$ cat src/sv/onpa_pkg.sv
`timescale 1ns / 1ps
// ----------------------------------------------------------------------------
// onpa_pkg
// shared types and constants of the omega network path allocator
// ----------------------------------------------------------------------------
package onpa_pkg;

  localparam int PortsDef      = 256;
  localparam int MaxColumnsDef = 6;

  localparam int PortW   = 8;
  localparam int WordW   = 20;
  localparam int StagesW = 3;
  localparam int ExtraW  = 2;
  localparam int CfgIdxW = 2;
  localparam int CfgDataW = 8;

  // configuration register indexes
  localparam logic [CfgIdxW-1:0] CFG_STAGES    = 2'd0;
  localparam logic [CfgIdxW-1:0] CFG_EXTRA     = 2'd1;
  localparam logic [CfgIdxW-1:0] CFG_PORT_MASK = 2'd2;

  // request function codes
  localparam logic FUNC_ROUTE   = 1'b0;
  localparam logic FUNC_RELEASE = 1'b1;

  typedef struct packed {
    logic             func;
    logic [PortW-1:0] source_port;
    logic [PortW-1:0] dest_port;
    logic [WordW-1:0] release_word;
  } req_t;

  typedef struct packed {
    logic             granted;
    logic [WordW-1:0] path_word;
  } rsp_t;

  // effective network geometry, clamped
  typedef struct packed {
    logic [StagesW-1:0] stages;
    logic [ExtraW-1:0]  extra;
    logic [PortW-1:0]   port_mask;
  } geom_t;

endpackage

$ cat src/sv/onpa_addr.sv
`timescale 1ns / 1ps
// ----------------------------------------------------------------------------
// onpa_addr
// switch address and setting of one stage column of a path word
// ----------------------------------------------------------------------------
module onpa_addr #(
  parameter int Ports      = onpa_pkg::PortsDef,
  parameter int MaxColumns = onpa_pkg::MaxColumnsDef,
  localparam int ColW      = (MaxColumns > 1) ? $clog2(MaxColumns) : 1,
  localparam int AddrW     = $clog2(Ports * MaxColumns)
) (
  input  onpa_pkg::geom_t               geom_i,
  input  logic [onpa_pkg::WordW-1:0]    word_i,
  input  logic [ColW-1:0]               col_i,
  output logic [AddrW-1:0]              addr_o,
  output logic [1:0]                    setting_o
);

  localparam int IdxW = $clog2(Ports);

  logic [IdxW-1:0]             mod_lut [256];
  logic [2:0]                  idx_digit;
  logic [3:0]                  idx_sh;
  logic [onpa_pkg::WordW-1:0]  idx_win;
  logic [onpa_pkg::PortW-1:0]  idx_raw;
  logic [IdxW-1:0]             idx_mod;
  logic [3:0]                  set_digit;
  logic [4:0]                  set_sh;
  logic [onpa_pkg::WordW-1:0]  set_win;

  // switch index modulo port count
  for (genvar g = 0; g < 256; g++) begin : g_mod
    assign mod_lut[g] = IdxW'(g % Ports);
  end

  // index window sits at digit cols-1-col
  assign idx_digit = 3'(geom_i.stages) + 3'(geom_i.extra) - 3'd1 - 3'(col_i);
  assign idx_sh    = {idx_digit, 1'b0};
  assign idx_win   = word_i >> idx_sh;
  assign idx_raw   = idx_win[onpa_pkg::PortW-1:0] & geom_i.port_mask;
  assign idx_mod   = mod_lut[idx_raw];
  assign addr_o    = AddrW'(idx_mod) * AddrW'(MaxColumns) + AddrW'(col_i);

  // setting digit sits at 2s+e-1-col
  assign set_digit = {1'b0, geom_i.stages} + {1'b0, geom_i.stages} + 4'(geom_i.extra)
                     - 4'd1 - 4'(col_i);
  assign set_sh    = {set_digit, 1'b0};
  assign set_win   = word_i >> set_sh;
  assign setting_o = set_win[1:0];

endmodule

$ cat config.mk
export PLATFORM = sky130hd
export DESIGN_NAME = onpa_addr
export DESIGN_NICKNAME = d
export VERILOG_FILES = /design/src/sv/onpa_pkg.sv /design/src/sv/onpa_addr.sv
export SDC_FILE = /design/constraint.sdc
export NUM_CORES = 1
export LEC_CHECK = 0
export BUFFER_PORTS_ARGS = -buffer_cell sky130_fd_sc_hd__clkbuf_2
export CORE_MARGIN = 2
export CORE_UTILIZATION = 60
export DETAILED_ROUTE_END_ITERATION = 10
export PLACE_DENSITY = 0.88
export SLEW_MARGIN = 20
export SYNTH_ARGS = -nofsm -noshare
export SYNTH_HDL_FRONTEND = slang
export SYNTH_SLANG_ARGS = --single-unit
export TNS_END_PERCENT = 20
$ cat constraint.sdc
create_clock -name vclk -period 9.2
set_input_delay 0 -clock vclk [all_inputs]
set_output_delay 0 -clock vclk [all_outputs]
set_load 0.005 [all_outputs]
==> results of run 1 <==
-- layout by cell type (no fill, tap or decap), types with 3 or more instances in the layout --
master | Yosys | layout
clkbuf_2 | 0 | 49
inv_1 | 18 | 18
mux2_2 | 12 | 12
mux2i_1 | 12 | 12
nand2_1 | 11 | 11
ha_1 | 10 | 10
mux4_2 | 9 | 9
xnor2_1 | 9 | 9
nor2_1 | 7 | 7
a21oi_1 | 7 | 7
nand4_1 | 6 | 6
nor2b_1 | 5 | 5
o21ai_0 | 5 | 5
xor2_1 | 5 | 5
fa_1 | 5 | 5
mux2_1 | 3 | 3
xnor2_2 | 3 | 3
nand3_1 | 3 | 3
-- per-layer routing --
metal	global-route usage	wire length (um)
met5	0	0
met4	0.0272	44
met3	0.0163	203
met2	0.435	1850
met1	0.351	1650
-- final cells by class --
type	instances	area share
inverters	18	0.0363
well taps	30	0.0201
repair buffers	49	0.132
multi-input cells	152	0.812
-- power groups by stage --
stage	logic [mW]	clock network, mW	registers [mW]
floorplan	0.224	0	0
global placement	0.286	0	0
detailed placement	0.292	0	0
CTS	0.294	0	0
global route	0.325	0	0
finish	0.294	0	0
-- cell families after synthesis --
family                   count (synthesis)  share of synthesized area
multiplexers                            38                      0.335
adder cells (fa/ha/maj)                 15                      0.139
AND/OR/NAND/NOR                         48                      0.170
buffers and inverters                   24                     0.0678
AO/OA/AOI/OAI                           32                      0.155
XOR/XNOR                                19                      0.133
-- path summary, 6_finish.rpt --
check | start | to | slack [ns]
max | col_i[1] | addr_o[9] | 4.80
min | col_i[0] | addr_o[0] | 0.21
-- per-stage QoR --
stage / power [mW] / setup WS (ns) / util
after floorplan: 0.224 / 5.73 / -
after global placement: 0.286 / 4.99 / 0.739
after detailed placement: 0.292 / 4.83 / 0.739
after CTS: 0.294 / 4.85 / 0.739
after global routing: 0.325 / 4.34 / 0.739
final: 0.294 / 4.80 / 0.739
==> results_dict.tcl, run 1 <==
set metrics [dict create \
    max_freq_ghz 0.227 \
    routed_via_density 6.28 \
    ctsResizeCount 0 \
    synth_common_cells "inv_1, mux2_2, mux2i_1" \
    routed_wl_um 3750 \
    setup_tns_ns 0 \
    status "completed" \
    synth_fp_nets 227 \
    critical_path.cell_chain "clkbuf_2, inv_1, fa_1, ha_1, mux2_2, mux2i_1, mux2i_1, nand2_1, inv_1, ha_1, ha_1, a2111oi_0, or3_1, nand2_1, nor3_1, and4b_1, xor2_1, clkbuf_2" \
    overflow 0 \
    place_area_sq_mm 0.00186 \
    finalHoldViolCount 0 \
    vdd_drop_max_uv 113 \
    diodes 0 \
    rows 18 \
    numPortBuffers 49 \
    pwr-share-seq 0 \
    whs_path_depth 2 \
    initial_core_util 0.643 \
    synth_top_area_frac 0.125 \
    yosysSeqAreaShare 0 \
    hpwl_um 3260 \
    hold_buffers 0 \
    p_sw_frac 0.525 \
    dr.pass1.iters 4 \
    die_area_sq_mm 0.00314 \
    slowest_stage "ha_1" \
    cpLargestDelayFamily "adder cells" \
    cp_num_cells 18 \
    clock_buffers 0 \
    clkPwrFrac 0 \
    grt_pass1_vias 1540 \
    internal_power_mw 0.139 \
    path_buf_inv 4 \
    fin_crit_sh 0.479 \
    drtAntennaViolNets 0 \
    path_common_cell "ha_1" \
    slew_violations 0 \
    num_io_pins 49 \
    hold_ws_ns 0.213 \
    dpl.cell_count 249 \
    seq_cells 0 \
    syn_area_per_cell_sq_um 9.22 \
    seqCellArea_sq_um 0 \
    antenna_found_initial 0 \
    vias 1564 \
    drive_gt1_frac 0.388 \
    netlist_instances 176 \
    crit_fanout 19 \
    p_sw_mw 0.154 \
    core_area_sq_mm 0.00252 \
    post_cts_buffers 0 \
    finalCriticalPeriod_ns 4.40 \
    startpoint_type "input pin" \
    grt_pass1_wl_um 6680 \
    pwr-share-comb 1.000 \
    routabilityCongestion 0.920 \
    setup_viol 0 \
    grt_max_degree 20 \
    drc 0 \
    drtIter0Drc 73 \
    avgRoutedWirePerCell_um 15.1 \
    final_cells 249 \
    end_kind "primary output" \
    yosysMostFrequentCell "inv_1" \
    track_usage 0.250 \
    yosys_warnings 0 \
    die_h_um 56.0 \
    ys_types 52 \
    relSlewSlack 0.520 \
    worstSetupPathType "input pin to primary output" \
    netlist_area_sq_mm 0.00162 \
    p_leak_nw 0.855 \
    nFillCells 206 \
    fin_nets 272 \
    die_w_um 56.0 \
    yosys-top-cells-area "mux4_2, mux2_2, ha_1, mux2i_1, fa_1" \
    area_growth_pct 14.8 \
    max-cap-violations 0 \
    cellPowerDensity_mw_per_mm2 158 \
    hold_class "input pin to primary output" \
    cp.arrival_ns 4.40 \
    critical_path.max_stage_delay_ns 0.77 \
    fin_area_sq_mm 0.00186 \
    multi_input_area_sq_mm 0.00151 \
    worstMarginPinSlew_ns 0.719 \
    rsz0062_at_grt "false" \
    yosys.area.top_type "mux4_2" \
    crit_required_ns 9.20 \
]
Note: power is estimated with default switching activity, not from simulation.
==> inputs of run 2 (changes only) <==
--- a/config.mk
+++ b/config.mk
@@ -7,9 +7,9 @@
 export LEC_CHECK = 0
 export BUFFER_PORTS_ARGS = -buffer_cell sky130_fd_sc_hd__clkbuf_2
 export CORE_MARGIN = 2
-export CORE_UTILIZATION = 60
+export CORE_UTILIZATION = 55
 export DETAILED_ROUTE_END_ITERATION = 10
-export PLACE_DENSITY = 0.88
+export PLACE_DENSITY = 0.82
 export SLEW_MARGIN = 20
 export SYNTH_ARGS = -nofsm -noshare
 export SYNTH_HDL_FRONTEND = slang
==> constraint.sdc (replaced) <==
create_clock -name vclk -period 4.35
set_input_delay 0 -clock vclk [all_inputs]
set_output_delay 0 -clock vclk [all_outputs]
set_load 0.005 [all_outputs]
==> run 2 against run 1 <==
Die area is 8.4% higher. Via count grew 1.9%. Non-clock buffer count grew 5. Worst setup slack got worse by 4.4 ns. First-iteration DRC count decreased by 33%. Routed wire length decreased by 0.13%. Total power rose by 110%. Cell count increased by 2.4%. Worst hold slack gained 0.0021 ns. Core utilization is 5.4 points lower. Sequential share of layout area is the same. Cell area rose by 2.2%. Largest cell class unchanged.
==> results_dict.tcl, run 2 (synthesis results as in run 1) <==
set metrics [dict create \
    p_leak_nw 0.877 \
    internal_power_mw 0.308 \
    final_cells 255 \
    routed_wl_um 3750 \
    post_cts_buffers 0 \
    overflow 0 \
    seq_cells 0 \
    cp.arrival_ns 3.96 \
    dr.pass1.iters 5 \
    clock_buffers 0 \
    grt_max_degree 15 \
    p_sw_mw 0.324 \
    drtAntennaViolNets 0 \
    drtIter0Drc 49 \
    whs_path_depth 2 \
    setup_viol 0 \
    drc 0 \
    p_total_mw 0.631 \
    drive_gt1_frac 0.406 \
    rows 19 \
    avgRoutedWirePerCell_um 14.7 \
    area_growth_pct 17.3 \
    nFillCells 242 \
    worstMarginPinSlew_ns 0.492 \
    num_io_pins 49 \
    hp-start "col_i[0]" \
    slew_violations 0 \
    die_w_um 58.3 \
    pwr-share-comb 1.000 \
    vdd_drop_max_uv 262 \
    initial_core_util 0.583 \
    hold_class "input pin to primary output" \
    hold_buffers 0 \
    die_h_um 58.3 \
    clkPwrFrac 0 \
    end_kind "primary output" \
    finalHoldViolCount 0 \
    final_cell_mix "clkbuf_2, inv_1, mux2_2, mux2i_1, nand2_1" \
    finalCriticalPeriod_ns 3.96 \
    antenna_found_initial 0 \
    max-cap-violations 0 \
    crit_required_ns 4.35 \
    worstSetupPathType "input pin to primary output" \
    track_usage 0.242 \
    fin_crit_sh 0.911 \
    vias 1594 \
    hold_end "addr_o[0]" \
    hpwl_um 3290 \
    grt_pass1_wl_um 6740 \
    fin_nets 277 \
    cellPowerDensity_mw_per_mm2 331 \
    crit_fanout 14 \
    dpl.cell_count 255 \
    routed_via_density 6.25 \
    seqCellArea_sq_um 0 \
    startpoint_type "input pin" \
    routabilityCongestion 0.824 \
    max_freq_ghz 0.252 \
    setup_tns_ns 0 \
    p_sw_frac 0.513 \
    layout_commonest_cell "clkbuf_2" \
    numPortBuffers 49 \
    relSlewSlack 0.667 \
    status "completed" \
    grt_pass1_vias 1563 \
    rsz0062_at_grt "false" \
    ctsResizeCount 0 \
    diodes 0 \
    core_area_sq_mm 0.00278 \
    die_area_sq_mm 0.00340 \
    pwr-share-seq 0 \
]
==> run 2: cell types whose count changed in the layout (fill, tap and decap cells not counted), sizes merged <==
cell / delta
buf: +5
==> run 2: worst max path at each step <==
stage / startpoint / endpoint / slack [ns] / cells after the start
2_1_floorplan: geom_i[9] / addr_o[10] / 0.88 / 17
3_3_place_gp: col_i[1] / addr_o[10] / 0.32 / 18
3_5_place_dp: col_i[1] / addr_o[9] / 0.29 / 18
4_1_cts: col_i[1] / addr_o[9] / 0.28 / 18
5_1_grt: col_i[1] / addr_o[9] / 0.04 / 18
6_report: col_i[1] / addr_o[10] / 0.39 / 18
==> run 2: final cells by class <==
type               instances  area, sq um  share of cell area
inverters                 18         67.6              0.0355
multi-input cells        152         1520               0.796
well taps                 31         38.8              0.0204
repair buffers            54          283               0.148
==> run 2: routing by layer <==
metal  share of wire  global-route usage  up-vias  routed length [um]
met5               0                   0        -                   0
met1            0.43               0.329      760                1610
met4          0.0037              0.0199        0                  14
li1                -                   -      768                   -
met2            0.51               0.440       64                1910
met3           0.057              0.0154        2                 215
==> run 2: worst max-delay path, stage by stage <==
cell       delay, ns
clkbuf_2        0.12
inv_1           0.05
fa_1            0.44
ha_2            0.51
mux2_2          0.39
mux2i_1         0.18
mux2i_1         0.14
nand2_1         0.13
inv_1           0.05
ha_1            0.22
ha_1            0.23
a2111oi_0       0.44
or3_1           0.19
nand3_1         0.10
nor4_1          0.34
a31o_1          0.23
o211ai_2        0.08
clkbuf_2        0.12
==> run 2: power by group through the flow <==
| stage | combinational, mW | sequential, mW | clock (mW) |
|---|---|---|---|
| 3_3_place_gp | 0.621 | 0 | 0 |
| 4_1_cts | 0.634 | 0 | 0 |
| 5_1_grt | 0.699 | 0 | 0 |
| 6_report | 0.631 | 0 | 0 |
| 3_5_place_dp | 0.632 | 0 | 0 |
| 2_1_floorplan | 0.475 | 0 | 0 |
==> run 2: per-stage QoR <==
step | setup WS (ns) | utilization | hold WS [ns] | cell area (sq um)
2_1_floorplan | 0.878 | - | 0.0808 | 1620
3_3_place_gp | 0.321 | 0.684 | 0.215 | 1900
3_5_place_dp | 0.291 | 0.684 | 0.215 | 1900
4_1_cts | 0.282 | 0.684 | 0.215 | 1900
5_1_grt | 0.0376 | 0.685 | 0.226 | 1900
6_report | 0.388 | 0.685 | 0.215 | 1900
